==> src/design/dg3_pkg.sv <==
// shared constants and types for the diagonal 3x3 convolution block
`default_nettype none

package dg3_pkg;

    localparam int MAX_DIM_DEF     = 32;
    localparam int SAMPLE_BITS_DEF = 16;
    localparam int DIM_RESET       = 32;
    localparam int DIM_MIN_BITS    = 6;
    localparam int APB_AW          = 3;
    localparam int APB_DW          = 32;
    localparam int Q_DEPTH         = 4;

    localparam logic REG_ROWS = 1'b0;
    localparam logic REG_COLS = 1'b1;

    typedef struct packed {
        logic first;
        logic second;
    } push_ctl_t;

endpackage

`default_nettype wire

==> src/design/dg3_cell.sv <==
// one column cell of the line store: a sample of the row above and of the row two above
`default_nettype none

module dg3_cell #(
    parameter int W = dg3_pkg::SAMPLE_BITS_DEF
) (
    input  wire logic         aclk,
    input  wire logic         shift_en,
    input  wire logic         inject,
    input  wire logic [W-1:0] new_prev,
    input  wire logic [W-1:0] new_older,
    input  wire logic [W-1:0] nb_prev,
    input  wire logic [W-1:0] nb_older,
    output logic      [W-1:0] prev_q,
    output logic      [W-1:0] older_q
);

    logic [W-1:0] prev_reg;
    logic [W-1:0] older_reg;
    logic [W-1:0] prev_next;
    logic [W-1:0] older_next;

    always_comb begin
        prev_next  = inject ? new_prev  : nb_prev;
        older_next = inject ? new_older : nb_older;
    end

    always_ff @(posedge aclk) begin
        if (shift_en) begin
            prev_reg  <= prev_next;
            older_reg <= older_next;
        end
    end

    assign prev_q  = prev_reg;
    assign older_q = older_reg;

endmodule

`default_nettype wire

==> src/design/dg3_line_chain.sv <==
// chain of line store cells; samples enter at the last column's cell and leave at cell zero
`default_nettype none

module dg3_line_chain #(
    parameter int MAX_DIM = dg3_pkg::MAX_DIM_DEF,
    parameter int W       = dg3_pkg::SAMPLE_BITS_DEF
) (
    input  wire logic                       aclk,
    input  wire logic                       shift_en,
    input  wire logic [$clog2(MAX_DIM)-1:0] inj_pos,
    input  wire logic [W-1:0]               new_sample,
    output logic      [W-1:0]               up,
    output logic      [W-1:0]               upup
);

    localparam int IDX_W = $clog2(MAX_DIM);

    logic [W-1:0] prev_q  [MAX_DIM];
    logic [W-1:0] older_q [MAX_DIM];
    logic [W-1:0] nb_prev [MAX_DIM];
    logic [W-1:0] nb_older[MAX_DIM];

    for (genvar k = 0; k < MAX_DIM; k++) begin : g_cell
        if (k == MAX_DIM - 1) begin : g_end
            assign nb_prev[k]  = '0;
            assign nb_older[k] = '0;
        end else begin : g_mid
            assign nb_prev[k]  = prev_q[k+1];
            assign nb_older[k] = older_q[k+1];
        end

        dg3_cell #(
            .W(W)
        ) u_cell (
            .aclk      (aclk),
            .shift_en  (shift_en),
            .inject    (inj_pos == IDX_W'(k)),
            .new_prev  (new_sample),
            .new_older (prev_q[0]),
            .nb_prev   (nb_prev[k]),
            .nb_older  (nb_older[k]),
            .prev_q    (prev_q[k]),
            .older_q   (older_q[k])
        );
    end

    assign up   = prev_q[0];
    assign upup = older_q[0];

endmodule

`default_nettype wire

==> src/design/dg3_result_queue.sv <==
// small result queue, two writes and one read per cycle
`default_nettype none

module dg3_result_queue #(
    parameter int ENTRY_W = 30,
    parameter int DEPTH   = dg3_pkg::Q_DEPTH
) (
    input  wire logic               aclk,
    input  wire logic               aresetn,
    input  wire dg3_pkg::push_ctl_t push,
    input  wire logic [ENTRY_W-1:0] entry_a,
    input  wire logic [ENTRY_W-1:0] entry_b,
    output logic                    in_ready,
    output logic                    out_valid,
    input  wire logic               out_ready,
    output logic      [ENTRY_W-1:0] out_entry
);

    localparam int PTR_W = $clog2(DEPTH);
    localparam int CNT_W = $clog2(DEPTH + 1);

    logic [ENTRY_W-1:0] mem[DEPTH];
    logic [PTR_W-1:0]   wptr_reg, wptr_next;
    logic [PTR_W-1:0]   rptr_reg, rptr_next;
    logic [CNT_W-1:0]   count_reg, count_next;
    logic               pop;
    logic [1:0]         n_push;

    assign pop    = out_valid && out_ready;
    assign n_push = {1'b0, push.first} + {1'b0, push.second};

    always_comb begin
        wptr_next  = PTR_W'(wptr_reg + PTR_W'(n_push));
        rptr_next  = pop ? PTR_W'(rptr_reg + 1'b1) : rptr_reg;
        count_next = CNT_W'(count_reg + CNT_W'(n_push) - CNT_W'(pop));
    end

    always_ff @(posedge aclk) begin
        if (!aresetn) begin
            wptr_reg  <= '0;
            rptr_reg  <= '0;
            count_reg <= '0;
        end else begin
            wptr_reg  <= wptr_next;
            rptr_reg  <= rptr_next;
            count_reg <= count_next;
        end
    end

    always_ff @(posedge aclk) begin
        if (push.first) begin
            mem[wptr_reg] <= entry_a;
            if (push.second) begin
                mem[PTR_W'(wptr_reg + 1'b1)] <= entry_b;
            end
        end else if (push.second) begin
            mem[wptr_reg] <= entry_b;
        end
    end

    assign in_ready  = count_reg <= CNT_W'(DEPTH - 2);
    assign out_valid = count_reg != '0;
    assign out_entry = mem[rptr_reg];

`ifndef SYNTHESIS
    a_count_bound: assert property (@(posedge aclk) disable iff (!aresetn)
        count_reg <= CNT_W'(DEPTH))
        else $error("result queue overflow");

    a_push_room: assert property (@(posedge aclk) disable iff (!aresetn)
        (push.first || push.second) |-> in_ready)
        else $error("result queue push without room");

    a_pop_empty: assert property (@(posedge aclk) disable iff (!aresetn)
        (pop && count_reg == CNT_W'(1) && !push.first && !push.second) |=> !out_valid)
        else $error("result queue not empty after last pop");
`endif

endmodule

`default_nettype wire

==> src/design/diagonal_3x3_convolution.sv <==
// diagonal 3x3 convolution with zero padding over a raster-order sample stream
// results: each accepted request pushes its results into the result queue, which holds them until taken
// throughput: one request per cycle while the result queue has room; on the last row each
//   request past column zero gives two results, so the result queue fills and input slows
// reset: position and result queue cleared, dimensions set to 32; line store and delays are not
`default_nettype none

module diagonal_3x3_convolution #(
    parameter int MAX_DIM     = dg3_pkg::MAX_DIM_DEF,
    parameter int SAMPLE_BITS = dg3_pkg::SAMPLE_BITS_DEF
) (
    input  wire logic                                       aclk,
    input  wire logic                                       aresetn,
    // pixel_in
    input  wire logic [((SAMPLE_BITS+7)/8)*8-1:0]           s_tdata,
    input  wire logic                                       s_tvalid,
    output logic                                            s_tready,
    // pixel_out, out_row, out_col
    output logic [((SAMPLE_BITS+2+2*$clog2(MAX_DIM)+7)/8)*8-1:0] m_tdata,
    // frame_done
    output logic                                            m_tlast,
    // run_last
    output logic                                            m_tuser,
    output logic                                            m_tvalid,
    input  wire logic                                       m_tready,
    input  wire logic                                       psel,
    input  wire logic                                       penable,
    input  wire logic                                       pwrite,
    input  wire logic [dg3_pkg::APB_AW-1:0]                 paddr,
    input  wire logic [dg3_pkg::APB_DW-1:0]                 pwdata,
    output logic      [dg3_pkg::APB_DW-1:0]                 prdata,
    output logic                                            pready
);

    localparam int IDX_W     = $clog2(MAX_DIM);
    localparam int PIX_OUT_W = SAMPLE_BITS + 2;
    localparam int DATA_W    = PIX_OUT_W + 2 * IDX_W;
    localparam int ENTRY_W   = DATA_W + 2;
    localparam int OUT_DW    = ((DATA_W + 7) / 8) * 8;
    localparam int DIM_W     = ($clog2(MAX_DIM + 1) > dg3_pkg::DIM_MIN_BITS) ?
                               $clog2(MAX_DIM + 1) : dg3_pkg::DIM_MIN_BITS;

    function automatic logic [IDX_W-1:0] eff_last(input logic [DIM_W-1:0] raw);
        logic [DIM_W-1:0] dec;
        dec = DIM_W'(raw - 1'b1);
        if (raw == '0) begin
            return '0;
        end else if (raw > DIM_W'(MAX_DIM)) begin
            return IDX_W'(MAX_DIM - 1);
        end else begin
            return dec[IDX_W-1:0];
        end
    endfunction

    // configuration
    logic [DIM_W-1:0] rows_raw_reg;
    logic [DIM_W-1:0] cols_raw_reg;
    logic [IDX_W-1:0] last_row_reg;
    logic [IDX_W-1:0] last_col_reg;
    logic             cfg_wr;

    assign pready = 1'b1;
    assign cfg_wr = psel && penable && pwrite && pready;

    always_ff @(posedge aclk) begin
        if (!aresetn) begin
            rows_raw_reg <= DIM_W'(dg3_pkg::DIM_RESET);
            cols_raw_reg <= DIM_W'(dg3_pkg::DIM_RESET);
            last_row_reg <= eff_last(DIM_W'(dg3_pkg::DIM_RESET));
            last_col_reg <= eff_last(DIM_W'(dg3_pkg::DIM_RESET));
        end else if (cfg_wr) begin
            unique case (paddr[2])
                dg3_pkg::REG_ROWS: begin
                    rows_raw_reg <= pwdata[DIM_W-1:0];
                    last_row_reg <= eff_last(pwdata[DIM_W-1:0]);
                end
                dg3_pkg::REG_COLS: begin
                    cols_raw_reg <= pwdata[DIM_W-1:0];
                    last_col_reg <= eff_last(pwdata[DIM_W-1:0]);
                end
                default: ;
            endcase
        end
    end

    always_comb begin
        unique case (paddr[2])
            dg3_pkg::REG_ROWS: prdata = dg3_pkg::APB_DW'(rows_raw_reg);
            dg3_pkg::REG_COLS: prdata = dg3_pkg::APB_DW'(cols_raw_reg);
            default:           prdata = '0;
        endcase
    end

    // raster position
    logic             accept;
    logic [IDX_W-1:0] row_pos_reg, row_pos_next;
    logic [IDX_W-1:0] col_pos_reg, col_pos_next;
    logic [IDX_W-1:0] r;
    logic [IDX_W-1:0] c;

    assign accept = s_tvalid && s_tready;

    always_comb begin
        if (row_pos_reg > last_row_reg || col_pos_reg > last_col_reg) begin
            r = '0;
            c = '0;
        end else begin
            r = row_pos_reg;
            c = col_pos_reg;
        end
        if (c != last_col_reg) begin
            col_pos_next = IDX_W'(c + 1'b1);
            row_pos_next = r;
        end else begin
            col_pos_next = '0;
            row_pos_next = (r != last_row_reg) ? IDX_W'(r + 1'b1) : '0;
        end
    end

    always_ff @(posedge aclk) begin
        if (!aresetn) begin
            row_pos_reg <= '0;
            col_pos_reg <= '0;
        end else if (cfg_wr) begin
            row_pos_reg <= '0;
            col_pos_reg <= '0;
        end else if (accept) begin
            row_pos_reg <= row_pos_next;
            col_pos_reg <= col_pos_next;
        end
    end

    // line store and diagonal delays
    logic signed [SAMPLE_BITS-1:0] px;
    logic        [SAMPLE_BITS-1:0] up;
    logic        [SAMPLE_BITS-1:0] upup;
    logic signed [SAMPLE_BITS-1:0] up_dly_reg;
    logic        [SAMPLE_BITS-1:0] upup_dly1_reg;
    logic signed [SAMPLE_BITS-1:0] upup_dly2_reg;

    assign px = s_tdata[SAMPLE_BITS-1:0];

    dg3_line_chain #(
        .MAX_DIM (MAX_DIM),
        .W       (SAMPLE_BITS)
    ) u_line (
        .aclk       (aclk),
        .shift_en   (accept),
        .inj_pos    (last_col_reg),
        .new_sample (px),
        .up         (up),
        .upup       (upup)
    );

    always_ff @(posedge aclk) begin
        if (accept) begin
            up_dly_reg    <= up;
            upup_dly1_reg <= upup;
            upup_dly2_reg <= upup_dly1_reg;
        end
    end

    // results
    logic                        has_diag;
    logic                        has_self;
    logic                        has_upup;
    logic signed [PIX_OUT_W-1:0] px_x;
    logic signed [PIX_OUT_W-1:0] diag_up;
    logic signed [PIX_OUT_W-1:0] diag_upup;
    logic signed [PIX_OUT_W-1:0] sum_diag;
    logic signed [PIX_OUT_W-1:0] sum_self;
    logic        [ENTRY_W-1:0]   entry_a;
    logic        [ENTRY_W-1:0]   entry_b;
    logic                        frame_end;
    dg3_pkg::push_ctl_t          push;

    always_comb begin
        has_diag  = (r != '0) && (c != '0);
        has_upup  = (r > IDX_W'(1)) && (c > IDX_W'(1));
        has_self  = (r == last_row_reg) || (c == last_col_reg);
        frame_end = (r == last_row_reg) && (c == last_col_reg);
        px_x      = PIX_OUT_W'(px);
        diag_up   = has_diag ? PIX_OUT_W'(up_dly_reg) : '0;
        diag_upup = has_upup ? PIX_OUT_W'(upup_dly2_reg) : '0;
        sum_diag  = PIX_OUT_W'(diag_upup + diag_up + px_x);
        sum_self  = PIX_OUT_W'(diag_up + px_x);
        entry_a   = {1'b0, !has_self, IDX_W'(c - 1'b1), IDX_W'(r - 1'b1), sum_diag};
        entry_b   = {frame_end, 1'b1, c, r, sum_self};
        push.first  = accept && has_diag;
        push.second = accept && has_self;
    end

    logic [ENTRY_W-1:0] q_entry;

    dg3_result_queue #(
        .ENTRY_W (ENTRY_W),
        .DEPTH   (dg3_pkg::Q_DEPTH)
    ) u_queue (
        .aclk      (aclk),
        .aresetn   (aresetn),
        .push      (push),
        .entry_a   (entry_a),
        .entry_b   (entry_b),
        .in_ready  (s_tready),
        .out_valid (m_tvalid),
        .out_ready (m_tready),
        .out_entry (q_entry)
    );

    assign m_tdata = OUT_DW'(q_entry[DATA_W-1:0]);
    assign m_tuser = q_entry[DATA_W];
    assign m_tlast = q_entry[DATA_W+1];

`ifndef SYNTHESIS
    a_done_is_last: assert property (@(posedge aclk) disable iff (!aresetn)
        (m_tvalid && m_tlast) |-> m_tuser)
        else $error("frame end result not marked last of its request");

    a_pos_range: assert property (@(posedge aclk) disable iff (!aresetn)
        (row_pos_reg <= last_row_reg) && (col_pos_reg <= last_col_reg))
        else $error("raster position outside frame");

    a_frame_wrap: assert property (@(posedge aclk) disable iff (!aresetn)
        (accept && !cfg_wr && frame_end) |=> (row_pos_reg == '0) && (col_pos_reg == '0))
        else $error("position did not wrap at frame end");
`endif

endmodule

`default_nettype wire

==> config.mk <==
export PLATFORM = sky130hd
export DESIGN_NAME = diagonal_3x3_convolution
export DESIGN_NICKNAME = d
export VERILOG_FILES = /design/src/design/dg3_pkg.sv /design/src/design/dg3_cell.sv /design/src/design/dg3_line_chain.sv /design/src/design/dg3_result_queue.sv /design/src/design/diagonal_3x3_convolution.sv
export SDC_FILE = /design/constraint.sdc
export NUM_CORES = 1
export LEC_CHECK = 0
export ABC_AREA = 1
export ABC_CLOCK_PERIOD_IN_PS = 12800
export BUFFER_PORTS_ARGS = -buffer_cell sky130_fd_sc_hd__clkbuf_2
export CAP_MARGIN = 20
export CORE_MARGIN = 8
export CORE_UTILIZATION = 28
export CTS_BUF_LIST = sky130_fd_sc_hd__clkbuf_4 sky130_fd_sc_hd__clkbuf_8 sky130_fd_sc_hd__clkbuf_16
export DETAILED_ROUTE_END_ITERATION = 10
export PLACE_DENSITY = 0.49
export SETUP_SLACK_MARGIN = 0.05
export SLEW_MARGIN = 25
export SYNTH_ARGS = -nofsm -noshare
export SYNTH_HDL_FRONTEND = slang
export SYNTH_SLANG_ARGS = --single-unit
==> constraint.sdc <==
create_clock -name aclk -period 12.8 [get_ports aclk]
set_input_delay 1.92 -clock aclk [delete_from_list [all_inputs] [get_ports aclk]]
set_output_delay 1.92 -clock aclk [all_outputs]
set_load 0.1 [all_outputs]
==> flow_summary.yaml <==
global_route:
  grt_use_total_pct: 11.1
  antenna_found_initial: 8
  grt_max_degree: 176
  grt_overflow: 0
  grt_pass1_vias: 32100
  grt_pass1_wl_um: 184000
clock_network:
  post_cts_buffers: 0
  cts_sinks: 1233
  path_clk_slew_ns: 0.06
  worstSkewPairLatency_ns: 0.76
  clk_path_buf_depth: 3
  cts_resized: 0
  cts_root_buf: "clkbuf_16"
  htreeDepth: 4
  cts_hold_buf: 0
  cts_tree: "yes"
  cts_made_buffers: 133
place:
  dp_cells: 7072
  post-dp-hpwl_um: 65900
  port-buffer-count: 67
  place_congestion: 0.778
critical_path:
  worstSetupPathType: "reg -> reg"
  path_max_fanout: 30
  arrival_ns: 7.69
  r2r_slack_ns: 5.47
  cp-start-kind: "flop"
  crit_start: "last_col_reg[4]$_SDFFE_PN1P_"
  cp-end-kind: "flop"
  worst_r2r_endpoint: "u_queue.mem[0][14]$_DFFE_PP_"
  r2r-start: "last_col_reg[4]$_SDFFE_PN1P_"
  reg2reg_depth: 17
  cp.required_ns: 13.16
synth:
  yosysTopAreaCell: "edfxtp_1"
  yosysUniqueCellTypes: 46
  synth_most_common_cell: "nand2_1"
  synth_common_cells: "nand2_1, edfxtp_1, o21ai_0, clkbuf_1, nor2_1"
  synth_top_area_share_pct: 66.7
  avgSynthCellArea_um2: 11.1
  async_flop_share_pct: 0
  postSynthCellCount: 4797
  netlist_area_mm2: 0.0535
  synth_enable_flop_cells: 1188
  ys_ff_latch: 1233
  yosysWarnings: 0
  ys.flop_type: "edfxtp_1"
  yosysSeqAreaShare_pct: 68.4
  ys_top_cells_by_area: "edfxtp_1, o21ai_0, nand2_1"
power_and_ir_drop:
  power_frac_comb_pct: 16.2
  p_int_mw: 8.20
  clock_power_share_pct: 33.2
  sequentialPowerShare_pct: 50.6
  power-per-cell-area_mw_per_mm2: 189
  switching_share_pct: 28.2
  p_leak_nw: 23.0
  switching_power_mw: 3.22
  peakVddDrop_uv: 100
drt:
  wl_um: 117000
  met3_length_um: 5350
  wl_met2_um: 53900
  post_drt_wl_per_cell_um: 16.0
  drc: 0
  viasPerCell: 4.63
  dr_total_vias: 33900
  ant_nets: 0
  top_layer_used: "met4"
  drt-pass1-iter-count: 6
  m1WireLength_um: 55100
  initialDrtViolationCount: 2820
outcome:
  status: "completed"
sta:
  maxSlewViolCount: 0
  rsz0062_at_grt: "no"
  worst_slew_pin_slew_ns: 1.13
  post-route-period-util_pct: 57.2
  relSlewSlack_pct: 24.8
  period_needed_ns: 7.33
  finalSetupViolCount: 0
  fmax_mhz: 136
  final_hold_viol_count: 0
  skew_ns: 0.0291
  setup_tns_ns: 0
final_layout:
  layout-drive-gt1-share_pct: 9.19
  area_growth_pct: 12.8
  finalNetCount: 4833
  final_cells: 7314
  fill_cells: 19300
min_path:
  min_delay_path_depth: 0
  hold_class: "reg -> reg"
  min_from: "u_line.g_cell[0].u_cell.older_q[14]$_DFFE_PP_"
  hold_end: "upup_dly1_reg[14]$_DFFE_PP_"
floorplanning:
  start_util_pct: 28.1
  core_mm2: 0.190
  io_pins: 127
  die-area_mm2: 0.205
  chipHeight_um: 453
  fp.dieW_um: 453
  rows: 160
flow_run:
  maxCapViolations: 0
area by class of cell:
cell class	count	area [um^2]	share of cell area, %
antenna	4	10.0	0.0166
tap	2511	3140	5.21
clock inverter	74	714	1.18
timing repair buffer	115	743	1.23
inverter	182	693	1.15
multi-input combinational	3032	14900	24.6
clock buffer	163	3570	5.92
sequential	1233	36600	60.6
cells by family (layout without fill, tap and decap cells):
kind of cell               after synthesis  count (layout)  share of synthesized area, %
other                                    2              35                        0.0140
buffers and inverters                  561             534                          4.34
and+or+nand+nor                       1563            1563                          11.8
adders and majority gates               78              78                          2.09
DFF                                   1233            1233                          68.4
AOI/OAI and AO/OA                     1330            1330                          12.9
xor gates and xnor gates                30              30                         0.505
per-layer routing:
| metal | GRT usage, % | vias up |
|---|---|---|
| met3 | 1.88 | 166 |
| met2 | 18.1 | 629 |
| met1 | 15.1 | 16400 |
| li1 | - | 16600 |
| met4 | 3.24 | 0 |
| met5 | 0 | - |
stage by stage:
step | cell area [um^2] | setup slack, ns | utilization (%) | hold WS [ns] | power (mW)
6_report | 60300 | 5.47 | 31.7 | 0.419 | 11.4
2_1_floorplan | 53600 | 0.683 | - | 0.400 | 7.45
3_3_place_gp | 56000 | 5.53 | 29.5 | 0.402 | 7.68
4_1_cts | 60300 | 5.45 | 31.7 | 0.417 | 11.6
5_1_grt | 60300 | 4.98 | 31.7 | 0.425 | 12.0
3_5_place_dp | 56000 | 5.45 | 29.5 | 0.405 | 7.74
power groups by stage:
stage	Clock, mW	Combinational (mW)	Sequential [mW]
after floorplan	0	1.45	6.00
after global placement	0	1.82	5.85
after detailed placement	0	1.87	5.87
after CTS	3.92	1.87	5.79
after global routing	4.08	2.10	5.86
final	3.79	1.85	5.78
worst max-delay path by stage:
| stage | end |
|---|---|
| floorplan | u_queue.mem[3][0]$_DFFE_PP_ |
| global placement | u_queue.mem[0][28]$_SDFFE_PP1P_ |
| detailed placement | u_queue.mem[0][28]$_SDFFE_PP1P_ |
| CTS | u_queue.mem[0][28]$_SDFFE_PP1P_ |
| global route | u_queue.mem[1][9]$_DFFE_PP_ |
| finish | u_queue.mem[0][14]$_DFFE_PP_ |
critical path: stages (launching register included):
cell and delay, ns:
dfxtp_1 1.00, inv_2 0.53, ha_1 0.46, nand2_2 0.08
inv_1 0.04, nand2_1 0.07, nand3_2 0.13, nand2_8 0.21
nand3_1 0.43, nand2_1 0.23, nor2_2 0.07, a32o_1 0.51
nor2_1 0.27, inv_1 0.09, ha_1 0.27, nor3_2 0.79
inv_1 0.76, nand2_2 0.97
cell usage in the layout (no fill, tap or decap), types with 4 or more instances in the layout:
cell type  synthesis  final
nand2_1         1234   1213
edfxtp_1        1188   1188
o21ai_0         1119   1119
nor2_1           176    175
inv_1            174    159
clkbuf_16          0    134
o22ai_1          111    111
clkbuf_2           0     67
a21oi_1           64     64
nand3_1           77     63
ha_1              59     59
dfxtp_1           45     44
buf_4             33     42
clkinv_1           0     33
nand2_2           15     31
conb_1             2     31
clkbuf_4           0     29
clkinv_2           0     20
nand3_2            5     19
fa_1              19     19
xor2_1            16     16
inv_2              7     15
nor2_2            13     14
xnor2_1           13     13
o211ai_1          12     12
nand4_1           11     11
nand3_4            8      8
bufinv_16          0      8
inv_6              0      8
nand2_4            2      7
nor3_1             9      6
a31oi_1            6      6
clkinv_8           0      6
o21ai_1            5      5
or2_2              5      5
diode_2            0      4
buf_6              7      4
Power figures use the tool's default switching activity.
